===== src/rtl/assert_macros.svh =====
`ifndef ASSERT_MACROS_SVH
`define ASSERT_MACROS_SVH

// same-cycle implication, sampled on the rising clock edge outside reset
`define ASSERT_IMP(label, ante, cons) \
   label: assert property (@(posedge clock) disable iff (reset) (ante) |-> (cons)) \
      else $error("assertion failed: same-cycle implication");

// next-cycle implication, sampled on the rising clock edge outside reset
`define ASSERT_NEXT(label, ante, cons) \
   label: assert property (@(posedge clock) disable iff (reset) (ante) |=> (cons)) \
      else $error("assertion failed: next-cycle implication");

`endif


===== src/rtl/tpp_pkg.sv =====
`timescale 1ns / 1ps
package tpp_pkg;

   // virtual channel count saturates here
   localparam int MAX_VIRTUALS = 32;
   localparam int VREM_W       = $clog2(MAX_VIRTUALS + 1);

   // queue between parser and result sequencer
   localparam int QUEUE_DEPTH = 4;
   localparam int QPTR_W      = $clog2(QUEUE_DEPTH);
   localparam int QCNT_W      = $clog2(QUEUE_DEPTH + 1);

   localparam logic [7:0] HEADER_BYTES = 8'd20;
   localparam logic [5:0] HDR_FLAGS_IDX = 6'd6;

   typedef enum logic [3:0] {
      SEC_HEADER   = 4'd0,
      SEC_ADC      = 4'd1,
      SEC_OUTPUTS  = 4'd2,
      SEC_HBRIDGE  = 4'd3,
      SEC_DIN      = 4'd4,
      SEC_VENTRY   = 4'd5,
      SEC_FAULTS   = 4'd6,
      SEC_CURRENTS = 4'd7,
      SEC_VCOUNT   = 4'd8,
      SEC_DONE     = 4'd9
   } section_type;

   typedef enum logic [1:0] {
      ST_OK    = 2'd0,
      ST_SHORT = 2'd1,
      ST_TRUNC = 2'd2
   } status_type;

   typedef enum logic {
      KIND_FIELD  = 1'b0,
      KIND_STATUS = 1'b1
   } kind_type;

   // results caused by one accepted byte
   typedef struct packed {
      logic        has_field;
      section_type section;
      logic [5:0]  idx;
      logic [15:0] id;
      logic [31:0] value;
      logic        has_status;
      status_type  status;
   } record_type;

   // one result transaction
   typedef struct packed {
      kind_type    kind;
      section_type section;
      logic [5:0]  idx;
      logic [15:0] id;
      logic [31:0] value;
      status_type  status;
      logic        last;
   } result_type;

   typedef struct packed {
      logic full;
      logic empty;
   } q_status_type;

   // section at a given position of the optional section order
   function automatic section_type order_section(input logic [2:0] pos);
      section_type sec;
      case (pos)
         3'd0:    sec = SEC_ADC;
         3'd1:    sec = SEC_OUTPUTS;
         3'd2:    sec = SEC_HBRIDGE;
         3'd3:    sec = SEC_DIN;
         3'd4:    sec = SEC_VCOUNT;
         3'd5:    sec = SEC_FAULTS;
         3'd6:    sec = SEC_CURRENTS;
         default: sec = SEC_DONE;
      endcase
      return sec;
   endfunction

   // position of a section in the order
   function automatic logic [2:0] order_pos(input section_type sec);
      logic [2:0] pos;
      case (sec)
         SEC_ADC:     pos = 3'd0;
         SEC_OUTPUTS: pos = 3'd1;
         SEC_HBRIDGE: pos = 3'd2;
         SEC_DIN:     pos = 3'd3;
         SEC_VCOUNT:  pos = 3'd4;
         SEC_VENTRY:  pos = 3'd4;
         SEC_FAULTS:  pos = 3'd5;
         default:     pos = 3'd6;
      endcase
      return pos;
   endfunction

   // minimum bytes contributed by each optional section
   function automatic logic [7:0] section_bytes(input logic [2:0] pos);
      logic [7:0] n;
      case (pos)
         3'd0:    n = 8'd40;
         3'd1:    n = 8'd30;
         3'd2:    n = 8'd16;
         3'd3:    n = 8'd4;
         3'd4:    n = 8'd2;
         3'd5:    n = 8'd4;
         3'd6:    n = 8'd60;
         default: n = 8'd0;
      endcase
      return n;
   endfunction

   // first enabled section at order position from or later
   function automatic section_type first_enabled(input logic [6:0] flags,
                                                 input logic [2:0] from);
      section_type sec;
      sec = SEC_DONE;
      for (int p = 6; p >= 0; p--) begin
         if (flags[p] && (3'(p) >= from)) begin
            sec = order_section(3'(p));
         end
      end
      return sec;
   endfunction

   // packet length needed by the enabled sections
   function automatic logic [7:0] min_size_of(input logic [6:0] flags);
      logic [7:0] sum;
      sum = HEADER_BYTES;
      for (int p = 0; p < 7; p++) begin
         if (flags[p]) begin
            sum = sum + section_bytes(3'(p));
         end
      end
      return sum;
   endfunction

   // byte width of the field at this position
   function automatic logic [2:0] field_width(input section_type sec,
                                              input logic [5:0] idx);
      logic [2:0] w;
      case (sec)
         SEC_HEADER: begin
            if (idx inside {6'd0, 6'd1, 6'd5}) w = 3'd4;
            else w = 3'd2;
         end
         SEC_OUTPUTS: w = 3'd1;
         SEC_DIN:     w = 3'd4;
         SEC_VENTRY:  w = 3'd6;
         SEC_FAULTS: begin
            if (idx < 6'd2) w = 3'd1;
            else w = 3'd2;
         end
         default:     w = 3'd2;
      endcase
      return w;
   endfunction

   // number of fields in a fixed-size section
   function automatic logic [5:0] section_count(input section_type sec);
      logic [5:0] n;
      case (sec)
         SEC_ADC:      n = 6'd20;
         SEC_OUTPUTS:  n = 6'd30;
         SEC_CURRENTS: n = 6'd30;
         SEC_HBRIDGE:  n = 6'd8;
         SEC_FAULTS:   n = 6'd3;
         default:      n = 6'd1;
      endcase
      return n;
   endfunction

   function automatic logic [31:0] sext16(input logic [31:0] v);
      return {{16{v[15]}}, v[15:0]};
   endfunction

endpackage


===== src/rtl/telemetry_packet_parser.sv =====
`timescale 1ns / 1ps
// Telemetry packet parser. Packet bytes enter one per cycle on the req channel while the queue
// has room, with tlast on the final byte. A 20-byte little-endian header is decoded, then the
// optional sections that the header's flags word enables; every field goes out on the rsp
// channel once its last byte arrives, and the end mark adds a status transaction (ok, too
// short or truncated) with tlast set on the final result of each byte. The parser takes one
// byte per cycle while the queue is not full, with its per-byte state update registered, and
// results leave through a 4-entry queue and an output register at one per cycle while the
// receiver is ready. A byte that both completes a field and ends the packet produces two
// results, the field and then its status, so input stalls only when the queue fills.
`include "assert_macros.svh"
module telemetry_packet_parser import tpp_pkg::*; (
   input  logic        clock,
   input  logic        reset,
   input  logic        req_tvalid,
   output logic        req_tready,
   input  logic [7:0]  req_tdata,   // [7:0] data_byte
   input  logic        req_tlast,   // end_of_packet
   output logic        rsp_tvalid,
   input  logic        rsp_tready,
   output logic [63:0] rsp_tdata,   // [3:0] section, [9:4] element_index, [25:10] vchan_id,
                                    // [57:26] field_value, [59:58] status, [63:60] zero
   output logic        rsp_tuser,   // result_kind
   output logic        rsp_tlast    // last_of_run
);

   logic         take;
   logic         rec_valid;
   record_type   rec;
   record_type   head_rec;
   q_status_type q_stat;
   logic         pop;
   result_type   out_res;
   logic         rsp_take;

   // input transaction
   assign req_tready = !q_stat.full;
   assign take       = req_tvalid && req_tready;

   tpp_front u_front (
      .clock         (clock),
      .reset         (reset),
      .take          (take),
      .data_byte     (req_tdata),
      .end_of_packet (req_tlast),
      .rec_valid     (rec_valid),
      .rec           (rec)
   );

   tpp_queue u_queue (
      .clock    (clock),
      .reset    (reset),
      .push     (rec_valid),
      .push_rec (rec),
      .pop      (pop),
      .head_rec (head_rec),
      .q_stat   (q_stat)
   );

   tpp_back u_back (
      .clock     (clock),
      .reset     (reset),
      .head_rec  (head_rec),
      .q_stat    (q_stat),
      .pop       (pop),
      .out_valid (rsp_tvalid),
      .out_ready (rsp_tready),
      .out_res   (out_res)
   );

   // result packing
   assign rsp_tdata = {4'd0, out_res.status, out_res.value, out_res.id, out_res.idx,
                       out_res.section};
   assign rsp_tuser = out_res.kind;
   assign rsp_tlast = out_res.last;

   // result transaction
   assign rsp_take = rsp_tvalid && rsp_tready;

   // a field taken without tlast is followed at once by its status
   `ASSERT_NEXT(a_status_follows, rsp_take && !rsp_tlast, rsp_tvalid && rsp_tuser == KIND_STATUS)
   // a status always closes the results of its byte
   `ASSERT_IMP(a_status_last, rsp_tvalid && rsp_tuser == KIND_STATUS, rsp_tlast)
   // field results carry no status code
   `ASSERT_IMP(a_field_no_status, rsp_tvalid && rsp_tuser == KIND_FIELD, rsp_tdata[59:58] == ST_OK)

endmodule


===== src/rtl/tpp_front.sv =====
`timescale 1ns / 1ps
module tpp_front import tpp_pkg::*; (
   input  logic        clock,
   input  logic        reset,
   input  logic        take,
   input  logic [7:0]  data_byte,
   input  logic        end_of_packet,
   output logic        rec_valid,
   output record_type  rec
);

   logic [15:0]       byte_count_ff, byte_count_in;
   logic [6:0]        flags_ff, flags_in;
   section_type       sec_ff, sec_in;
   logic [5:0]        elem_ff, elem_in;
   logic [2:0]        bif_ff, bif_in;
   logic [47:0]       asm_ff, asm_in;
   logic [VREM_W-1:0] vrem_ff, vrem_in;
   logic [7:0]        min_size_ff, min_size_in;

   logic [2:0]        width;
   logic [47:0]       asm_upd;
   logic              field_done;
   logic [31:0]       lo;
   logic [15:0]       byte_count_upd;
   logic [VREM_W-1:0] cnt_sat;
   section_type       sec_after;
   logic [7:0]        min_after;

   // byte assembly into the current field
   always_comb begin
      width          = field_width(sec_ff, elem_ff);
      asm_upd        = asm_ff | (48'(data_byte) << {bif_ff, 3'b000});
      field_done     = (sec_ff != SEC_DONE) && (bif_ff == width - 3'd1);
      lo             = asm_upd[31:0];
      byte_count_upd = (byte_count_ff != 16'hFFFF) ? byte_count_ff + 16'd1 : byte_count_ff;
      if (lo[15:0] > 16'(MAX_VIRTUALS)) cnt_sat = VREM_W'(MAX_VIRTUALS);
      else cnt_sat = lo[VREM_W-1:0];
   end

   // next state of the parser
   always_comb begin
      byte_count_in = byte_count_ff;
      flags_in      = flags_ff;
      sec_after     = sec_ff;
      elem_in       = elem_ff;
      bif_in        = bif_ff;
      asm_in        = asm_ff;
      vrem_in       = vrem_ff;
      min_after     = min_size_ff;
      if (take) begin
         byte_count_in = byte_count_upd;
         if (sec_ff != SEC_DONE) begin
            if (!field_done) begin
               bif_in = bif_ff + 3'd1;
               asm_in = asm_upd;
            end else begin
               bif_in = 3'd0;
               asm_in = '0;
               case (sec_ff)
                  SEC_HEADER: begin
                     if (elem_ff >= HDR_FLAGS_IDX) begin
                        flags_in  = lo[6:0];
                        min_after = min_size_of(lo[6:0]);
                        sec_after = first_enabled(lo[6:0], 3'd0);
                        elem_in   = 6'd0;
                     end else begin
                        elem_in = elem_ff + 6'd1;
                     end
                  end
                  SEC_VCOUNT: begin
                     vrem_in = cnt_sat;
                     elem_in = 6'd0;
                     if (cnt_sat != '0) sec_after = SEC_VENTRY;
                     else sec_after = first_enabled(flags_ff, 3'd5);
                  end
                  SEC_VENTRY: begin
                     if (vrem_ff != '0) vrem_in = vrem_ff - VREM_W'(1);
                     elem_in = elem_ff + 6'd1;
                     if (vrem_ff <= VREM_W'(1)) begin
                        sec_after = first_enabled(flags_ff, 3'd5);
                        elem_in   = 6'd0;
                     end
                  end
                  default: begin
                     if (elem_ff >= section_count(sec_ff) - 6'd1) begin
                        sec_after = first_enabled(flags_ff, order_pos(sec_ff) + 3'd1);
                        elem_in   = 6'd0;
                     end else begin
                        elem_in = elem_ff + 6'd1;
                     end
                  end
               endcase
            end
         end
      end
      sec_in      = sec_after;
      min_size_in = min_after;
      // end mark returns the parser to its reset state
      if (take && end_of_packet) begin
         byte_count_in = '0;
         flags_in      = '0;
         sec_in        = SEC_HEADER;
         elem_in       = '0;
         bif_in        = '0;
         asm_in        = '0;
         vrem_in       = '0;
         min_size_in   = HEADER_BYTES;
      end
   end

   // results of this byte
   always_comb begin
      rec            = '0;
      rec.has_field  = take && field_done;
      rec.section    = sec_ff;
      rec.idx        = (sec_ff == SEC_VCOUNT) ? 6'd0 : elem_ff;
      rec.id         = (sec_ff == SEC_VENTRY) ? lo[15:0] : 16'd0;
      case (sec_ff)
         SEC_HEADER: begin
            if (elem_ff inside {6'd3, 6'd4}) rec.value = sext16(lo);
            else rec.value = lo;
         end
         SEC_HBRIDGE: begin
            if (elem_ff < 6'd4) rec.value = sext16(lo);
            else rec.value = lo;
         end
         SEC_VCOUNT: rec.value = 32'(cnt_sat);
         SEC_VENTRY: rec.value = asm_upd[47:16];
         default:    rec.value = lo;
      endcase
      rec.has_status = take && end_of_packet;
      if (byte_count_upd < {8'd0, min_after}) rec.status = ST_SHORT;
      else if (sec_after != SEC_DONE) rec.status = ST_TRUNC;
      else rec.status = ST_OK;
      rec_valid = rec.has_field || rec.has_status;
   end

   always_ff @(posedge clock) begin
      if (reset) begin
         byte_count_ff <= '0;
         flags_ff      <= '0;
         sec_ff        <= SEC_HEADER;
         elem_ff       <= '0;
         bif_ff        <= '0;
         asm_ff        <= '0;
         vrem_ff       <= '0;
         min_size_ff   <= HEADER_BYTES;
      end else begin
         byte_count_ff <= byte_count_in;
         flags_ff      <= flags_in;
         sec_ff        <= sec_in;
         elem_ff       <= elem_in;
         bif_ff        <= bif_in;
         asm_ff        <= asm_in;
         vrem_ff       <= vrem_in;
         min_size_ff   <= min_size_in;
      end
   end

endmodule


===== src/rtl/tpp_queue.sv =====
`timescale 1ns / 1ps
module tpp_queue import tpp_pkg::*; (
   input  logic         clock,
   input  logic         reset,
   input  logic         push,
   input  record_type   push_rec,
   input  logic         pop,
   output record_type   head_rec,
   output q_status_type q_stat
);

   record_type        entry_ff [QUEUE_DEPTH];
   logic [QPTR_W-1:0] wr_ptr_ff, wr_ptr_in;
   logic [QPTR_W-1:0] rd_ptr_ff, rd_ptr_in;
   logic [QCNT_W-1:0] count_ff, count_in;

   // pointer and fill count update
   always_comb begin
      wr_ptr_in = push ? wr_ptr_ff + QPTR_W'(1) : wr_ptr_ff;
      rd_ptr_in = pop ? rd_ptr_ff + QPTR_W'(1) : rd_ptr_ff;
      count_in  = count_ff;
      if (push && !pop) count_in = count_ff + QCNT_W'(1);
      else if (pop && !push) count_in = count_ff - QCNT_W'(1);
   end

   assign q_stat.full  = (count_ff == QCNT_W'(QUEUE_DEPTH));
   assign q_stat.empty = (count_ff == '0);
   assign head_rec     = entry_ff[rd_ptr_ff];

   always_ff @(posedge clock) begin
      if (reset) begin
         wr_ptr_ff <= '0;
         rd_ptr_ff <= '0;
         count_ff  <= '0;
      end else begin
         wr_ptr_ff <= wr_ptr_in;
         rd_ptr_ff <= rd_ptr_in;
         count_ff  <= count_in;
      end
   end

   // entry storage
   always_ff @(posedge clock) begin
      if (push) begin
         entry_ff[wr_ptr_ff] <= push_rec;
      end
   end

endmodule


===== src/rtl/tpp_back.sv =====
`timescale 1ns / 1ps
module tpp_back import tpp_pkg::*; (
   input  logic         clock,
   input  logic         reset,
   input  record_type   head_rec,
   input  q_status_type q_stat,
   output logic         pop,
   output logic         out_valid,
   input  logic         out_ready,
   output result_type   out_res
);

   logic       out_valid_ff, out_valid_in;
   result_type out_ff, out_in;
   logic       pend_ff, pend_in;
   status_type pend_status_ff, pend_status_in;
   logic       load;

   // output register refills when empty or being taken
   always_comb begin
      load           = !out_valid_ff || out_ready;
      pop            = load && !pend_ff && !q_stat.empty;
      out_valid_in   = out_valid_ff;
      out_in         = out_ff;
      pend_in        = pend_ff;
      pend_status_in = pend_status_ff;
      if (load) begin
         out_valid_in = 1'b0;
         if (pend_ff) begin
            // deferred status after a field of the same byte
            out_valid_in   = 1'b1;
            out_in         = '0;
            out_in.kind    = KIND_STATUS;
            out_in.section = SEC_HEADER;
            out_in.status  = pend_status_ff;
            out_in.last    = 1'b1;
            pend_in        = 1'b0;
         end else if (!q_stat.empty) begin
            out_valid_in = 1'b1;
            out_in       = '0;
            if (head_rec.has_field) begin
               out_in.kind    = KIND_FIELD;
               out_in.section = head_rec.section;
               out_in.idx     = head_rec.idx;
               out_in.id      = head_rec.id;
               out_in.value   = head_rec.value;
               out_in.status  = ST_OK;
               out_in.last    = !head_rec.has_status;
               pend_in        = head_rec.has_status;
               pend_status_in = head_rec.status;
            end else begin
               out_in.kind    = KIND_STATUS;
               out_in.section = SEC_HEADER;
               out_in.status  = head_rec.status;
               out_in.last    = 1'b1;
            end
         end
      end
   end

   assign out_valid = out_valid_ff;
   assign out_res   = out_ff;

   always_ff @(posedge clock) begin
      if (reset) begin
         out_valid_ff <= 1'b0;
         pend_ff      <= 1'b0;
      end else begin
         out_valid_ff <= out_valid_in;
         pend_ff      <= pend_in;
      end
   end

   // result payload
   always_ff @(posedge clock) begin
      out_ff         <= out_in;
      pend_status_ff <= pend_status_in;
   end

endmodule


===== config.mk =====
export PLATFORM = sky130hd
export DESIGN_NAME = telemetry_packet_parser
export DESIGN_NICKNAME = d
export VERILOG_FILES = /design/src/rtl/tpp_pkg.sv /design/src/rtl/telemetry_packet_parser.sv /design/src/rtl/tpp_front.sv /design/src/rtl/tpp_queue.sv /design/src/rtl/tpp_back.sv
export VERILOG_INCLUDE_DIRS = /design/src /design/src/rtl
export SDC_FILE = /design/constraint.sdc
export NUM_CORES = 1
export LEC_CHECK = 0
export BUFFER_PORTS_ARGS = -buffer_cell sky130_fd_sc_hd__buf_2
export CORE_MARGIN = 1
export CORE_UTILIZATION = 55
export DETAILED_ROUTE_END_ITERATION = 16
export HOLD_SLACK_MARGIN = 0.03
export PLACE_DENSITY = 0.72
export SKIP_CTS_REPAIR_TIMING = 1
export SYNTH_ARGS = -nofsm -noshare
export SYNTH_HDL_FRONTEND = slang
export SYNTH_SLANG_ARGS = --single-unit

===== constraint.sdc =====
create_clock -name clock -period 7.4 [get_ports clock]
set_clock_uncertainty 0.1 [all_clocks]
set_input_delay 1.48 -clock clock [delete_from_list [all_inputs] [get_ports clock]]
set_output_delay 1.48 -clock clock [all_outputs]
set_load 0.02 [all_outputs]

== Word-level counts from Yosys, hierarchy flattened ==
Memory sizes are Yosys's and may differ from the RTL's. A register that Yosys moved wholly into a read port is not among the register bits.
Index checks and enable logic that the tools add are counted.

* Flip-flop bits (word level): 171
* Bits in writable memories: 248
* Logic and storage cells: 274
* Memories: 1

* Add/subtract/negate cells: 18
* $lt $le $gt $ge: 14
* Equality and inequality tests: 19
* Shifts and indexed selects: 1
* Muxes and demuxes: 155
* Bitwise logic cells: 3
* Reduce and logical (&&, ||, !) cells: 42

{| class="wikitable"
|+ Memories
! memory !! words !! width !! read ports !! clocked after memory_dff !! write ports !! line !! text
|-
| u_queue.entry_ff || 4 || 62 || 1 || 1 || 1 || tpp_queue.sv:12 || <nowiki>record_type entry_ff [QUEUE_DEPTH];</nowiki>
|}

{| class="wikitable"
|+ Operators by type and width
! operator !! number
|-
| 8-bit 2-to-1 mux || 84
|-
| 32-bit one-hot mux with 4 select lines || 1
|-
| 4-bit 2-to-1 mux || 23
|-
| 32-bit 2-to-1 mux || 2
|-
| 62-bit 2-to-1 mux || 1
|-
| 6-bit 2-to-1 mux || 10
|-
| 54-bit 2-to-1 mux || 1
|-
| 8-bit adder || 6
|-
| 48-bit 2-to-1 mux || 1
|-
| 48-bit OR || 1
|-
| 8-bit by 6-bit left shift with 48-bit output || 1
|-
| 3-bit 2-to-1 mux || 11
|-
| 16-bit 2-to-1 mux || 2
|-
| 3-bit one-hot mux with 5 select lines || 2
|-
| 5-bit one-hot mux with 4 select lines || 1
|-
| 6-bit one-hot mux with 3 select lines || 1
|-
| 16-bit by 1-bit adder with 16-bit output, second input constant || 1
|-
| 4-bit by 3-bit equality test with 1-bit output, second input constant || 4
|-
| 16-bit by 6-bit > comparator with 1-bit output, second input constant || 1
|-
| 16-bit by 8-bit less-than comparator with 1-bit output || 1
|-
| 16-bit != test, second input constant || 1
|-
| 1-bit logical AND || 15
|-
| 6-bit by 3-bit equality test with 1-bit output, second input constant || 2
|-
| 4-bit one-hot mux with 3 select lines || 1
|-
| other kinds (43) || 78
|}

== Longest topological paths before layout ==
* Depth after elaboration: 61
* Mapped depth: 22
* Mapped depth without buffers: 21

== Hierarchy ==
From an unflattened synthesis, not the netlist that was laid out.

* Cell total of the unflattened synthesis: 1,401
* Area, all modules: 18,519.0 µm²

{| class="wikitable"
|+ Modules (own cells, without submodules)
! module !! times used !! cells an instance !! area an instance (µm²)
|-
| tpp_queue || 1 || 368 || 9,445.3
|-
| tpp_front || 1 || 881 || 6,527.5
|-
| tpp_back || 1 || 145 || 2,502.4
|-
| telemetry_packet_parser || 1 || 7 || 43.8
|}

== Worst setup path before layout ==
No wires, ideal clock.

* Path kind: input-to-reg
* Start point: input port req_tdata[0]
* End point: memory u_queue.entry_ff[0][1] in the netlist's numbering (data pin)
* Library setup time: 0.268 ns
* Arrival time: 5.441 ns
* Path slack: 1.591 ns
* Stages: 20
* Cells stage by stage: clkbuf_1 -> nor4b_2 -> nor2_1 -> inv_1 -> ha_1 -> o21ai_1 -> nand2_1 -> xnor2_1 -> ha_1 -> mux2i_1 -> ha_1 -> a31oi_1 -> xor2_1 -> mux2i_1 -> ha_1 -> nor2b_1 -> o21ai_0 -> nand3_1 -> or3_1 -> a2bb2oi_2

{| class="wikitable"
|+ RTL lines
! element !! line !! text
|-
| from (decl) || telemetry_packet_parser.sv:17 || <nowiki>input logic [7:0] req_tdata,</nowiki>
|-
| to (decl) || tpp_queue.sv:12 ||
|}

==> reports/qor.txt <==
maximum number of pins on one net before global-route repair - 63
worst slew pin tran - 1.246 ns
final setup margin - 1.473 ns
Reg power frac - 0.439
Final Critical Period - 5.927 ns
slowest stage delay, CP - 0.56 ns
maxcap violations - 0
Post-DRT Antenna Nets - 0
RSZ-0062 raised after global routing - false
number of global-route vias before repair - 11.14k
WP buf/inv - 2
Placement Cell Area - 19380 um2
clk slew on worst S/H paths - 0.06 ns
initial antenna violation count - 0
cell internal pwr - 4.917 mW
Congestion Overflow GR - 0
WHS Endpoint - u_front.min_size_ff[0]
crit path max fanout - 11
DRT Pass-1 Iters - 5
leak pwr - 7.331 nW
Cell Area, Synth - 18600 um2
I/O pins - 81
core area - 32870 um2
CP required - 7.57 ns
type of origin of the critical path - primary input
fin util - 0.6356
Worst Reg2Reg Path Length in Cells - 19
syn_area_per_cell - 12.97 um2
clock power share - 0.328
total die area - 34560 um2
sw frac - 0.2860
status - complete, no violations
non-filler cells, final - 1965
Die W - 185.9 um
Slew Limit Fails - 0
Cell Rows - 66
root buffer cell - clkbuf_16
PwrDens - 329.7 nW/um2
total CTS buffers - 43
Placed Instances - 1886
area grow syn2layout - 12.31%
Tot Pwr - 6.887 mW
deepest clock path buffer count - 3
R2R setup slack - 1.82 ns
initial core utilization - 0.5659
Vias/cell - 5.966
CP most frequent cell - ha_1
launch point of the worst path - req_tdata[0]
Design Area, Final - 20890 um2
Unique masters post-synth - 78
post-DR wirelength/cell - 19.83 um
CTS tree - yes
fraction of registers with async set/reset - 0
family with the most delay on the worst path - simple AND/OR/NAND/NOR gates
Peak VDD IR - 244.9 uV
Layout Nets - 1541
achievable frequency - 168.7 MHz
via count - 11.72k
top_reg_cell synth - edfxtp_1
final WL - 38960 um
min-delay src - u_front.min_size_ff[0]
CP endpoint kind - register
H-Tree Level Count - 2
Critical-path top delay cell - nor2_1
Die Height - 185.9 um
Critical R2R Capture - u_queue.entry_ff[0][1]
worst slack, placed - 0.9411 ns
FF+latch area - 11560 um2
GRT Total Usage - 0.2328
relative slew slack - 0.1678
WP depth - 20
global-route wire length before repair - 61700 um
Inserted Diodes - 0
critical path arrival - 6.10 ns
number of synthesized register bits - 421
Tcrit/Tclk final - 0.8010
setup TNS - 0 ns
hpwl dp - 24440 um
EDFF count, synth - 312
Skew-Pair Late Insertion Delay - 0.55 ns
area of the multi-input gates - 6611 um2
share of layout cells above drive strength 1 - 0.1714
HP Class - register to register
Fill cells - 2449
tightest hold margin - 0.3543 ns
drc violations - 0
Sinks on Clock Net - 421
synth warn - 0
GPL Wtd Cong - 0.8720
post-synthesis sequential area ratio - 0.6210
Critical Path, Cell by Cell - buf_2 > nor4b_2 > nor2_1 > inv_1 > ha_1 > o21ai_1 > nand2_1 > xnor2_1 > ha_1 > mux2i_1 > ha_1 > a31oi_1 > xor2_1 > mux2i_1 > ha_1 > nor2b_1 > o21ai_0 > nand3_1 > or3_1 > a2bb2oi_2
Net Switching - 1.969 mW
Comb pwr share - 0.232
drt initial violations - 1348
hold depth - 2
critical path class - primary input to register
Post-Syn Instances - 1434
Setup Viol. Count Final - 0
Port Buf Inserts - 76
Final Hold Fails - 0
origin of the critical flop-to-flop path - u_front.bif_ff[0]
## sequential cells by signal, indices dropped and copies added (netlist names), 2 cells and up, named ones only
name                   cells
u_queue.entry_ff         248
u_back.out_res            62
u_front.asm_ff            48
u_front.byte_count_ff     16
u_front.min_size_ff        8
u_front.flags_ff           7
u_front.elem_ff            6
u_front.vrem_ff            6
u_front.sec_ff             4
u_front.bif_ff             3
u_queue.count_ff           3
u_back.pend_status_ff      2
u_queue.rd_ptr_ff          2
u_queue.wr_ptr_ff          2
## power by group through the flow
stage | Combinational [mW] | Clock (mW) | Sequential, mW
after global routing | 1.75 | 2.38 | 3.07
after detailed placement | 1.61 | 0 | 3.08
final | 1.60 | 2.26 | 3.02
after floorplan | 0.944 | 0 | 3.30
after global placement | 1.59 | 0 | 3.07
after CTS | 1.63 | 2.29 | 3.03
## synthesized netlist by cell type, types with 17 or more instances
library cell	number	area, um2
a21oi_1	112	560.5
clkbuf_1	52	195.2
dfxtp_1	109	2182
edfxtp_1	312	9369
ha_1	38	475.5
inv_1	21	78.83
mux4_2	62	1396
nand2_1	57	214.0
nand3_1	17	85.08
nor2_1	161	604.3
nor2b_1	82	513.0
nor3_1	51	255.2
o21ai_0	43	215.2
o221ai_1	18	157.7
o22ai_1	22	137.6
xnor2_1	24	210.2
xor2_1	23	201.4
## cell type report
| cell class | instances | area share |
|---|---|---|
| Inverter | 21 | 0.003773 |
| Tap cell | 442 | 0.02647 |
| Clock buffer | 65 | 0.06229 |
| Multi-Input combinational cell | 906 | 0.3165 |
| Clock inverter | 14 | 0.01000 |
| Sequential cell | 421 | 0.5532 |
| Timing Repair Buffer | 96 | 0.02779 |
## logic make-up (layout without fill, tap and decap cells)
| group | count (synthesis) | after routing | synth area share |
|---|---|---|---|
| flip-flops | 421 | 421 | 0.6210 |
| AO/OA/AOI/OAI | 269 | 269 | 0.08933 |
| multiplexers | 74 | 74 | 0.08153 |
| adder cells (fa/ha/maj) | 39 | 39 | 0.02664 |
| XOR/XNOR | 50 | 50 | 0.02475 |
| other | 2 | 5 | 0.0004038 |
| AND/OR/NAND/NOR | 469 | 469 | 0.1312 |
| buffers and inverters | 110 | 196 | 0.02509 |
## cell usage in the layout, fill, tap and decap left out, drive strengths merged, types with 4 or more instances in the layout
cell type  synthesis  routed
a31oi              9       9
nor2b             82      82
a21o               6       6
and2              17      17
inv               21      22
xnor2             25      25
ha                38      38
a21oi            114     114
conb               2       5
nor3              55      55
mux2i             12      12
clkinv             0       8
mux4              62      62
clkbuf            53      65
dfxtp            109     109
o221ai            18      18
edfxtp           312     312
nor4b              6       6
o21a               5       5
nand4             15      15
a211oi            16      16
a22oi              4       4
nand3             17      17
o22ai             22      22
nand2b            15      15
or2                6       6
bufinv             0       5
and3               6       6
or3               10      10
xor2              25      25
buf               36      96
o21ai             50      50
nor2             161     161
nand2             57      57
## tightest hold or removal path: stages (launching register included)
cell     delay, ns
dfxtp_1       0.29
inv_1         0.06
nor3_1        0.05
## layer usage
metal / track usage / vias to the layer above / share of wire
met5: 0 / - / 0
met4: 0.05475 / 0 / 0.014
met3: 0.03796 / 51 / 0.073
met2: 0.3669 / 457 / 0.47
met1: 0.3389 / 5752 / 0.44
li1: - / 5463 / -
## how the worst max path moves through the flow
stage | to | slack [ns]
after global placement | u_queue.entry_ff[0][1] | 1.11
after detailed placement | u_queue.entry_ff[1][1] | 0.94
final | u_queue.entry_ff[0][1] | 1.47
after global routing | u_queue.entry_ff[0][1] | 1.11
after floorplan | u_queue.entry_ff[0][1] | 1.59
after CTS | u_queue.entry_ff[0][1] | 1.51
Power figures use the tool's default switching activity.
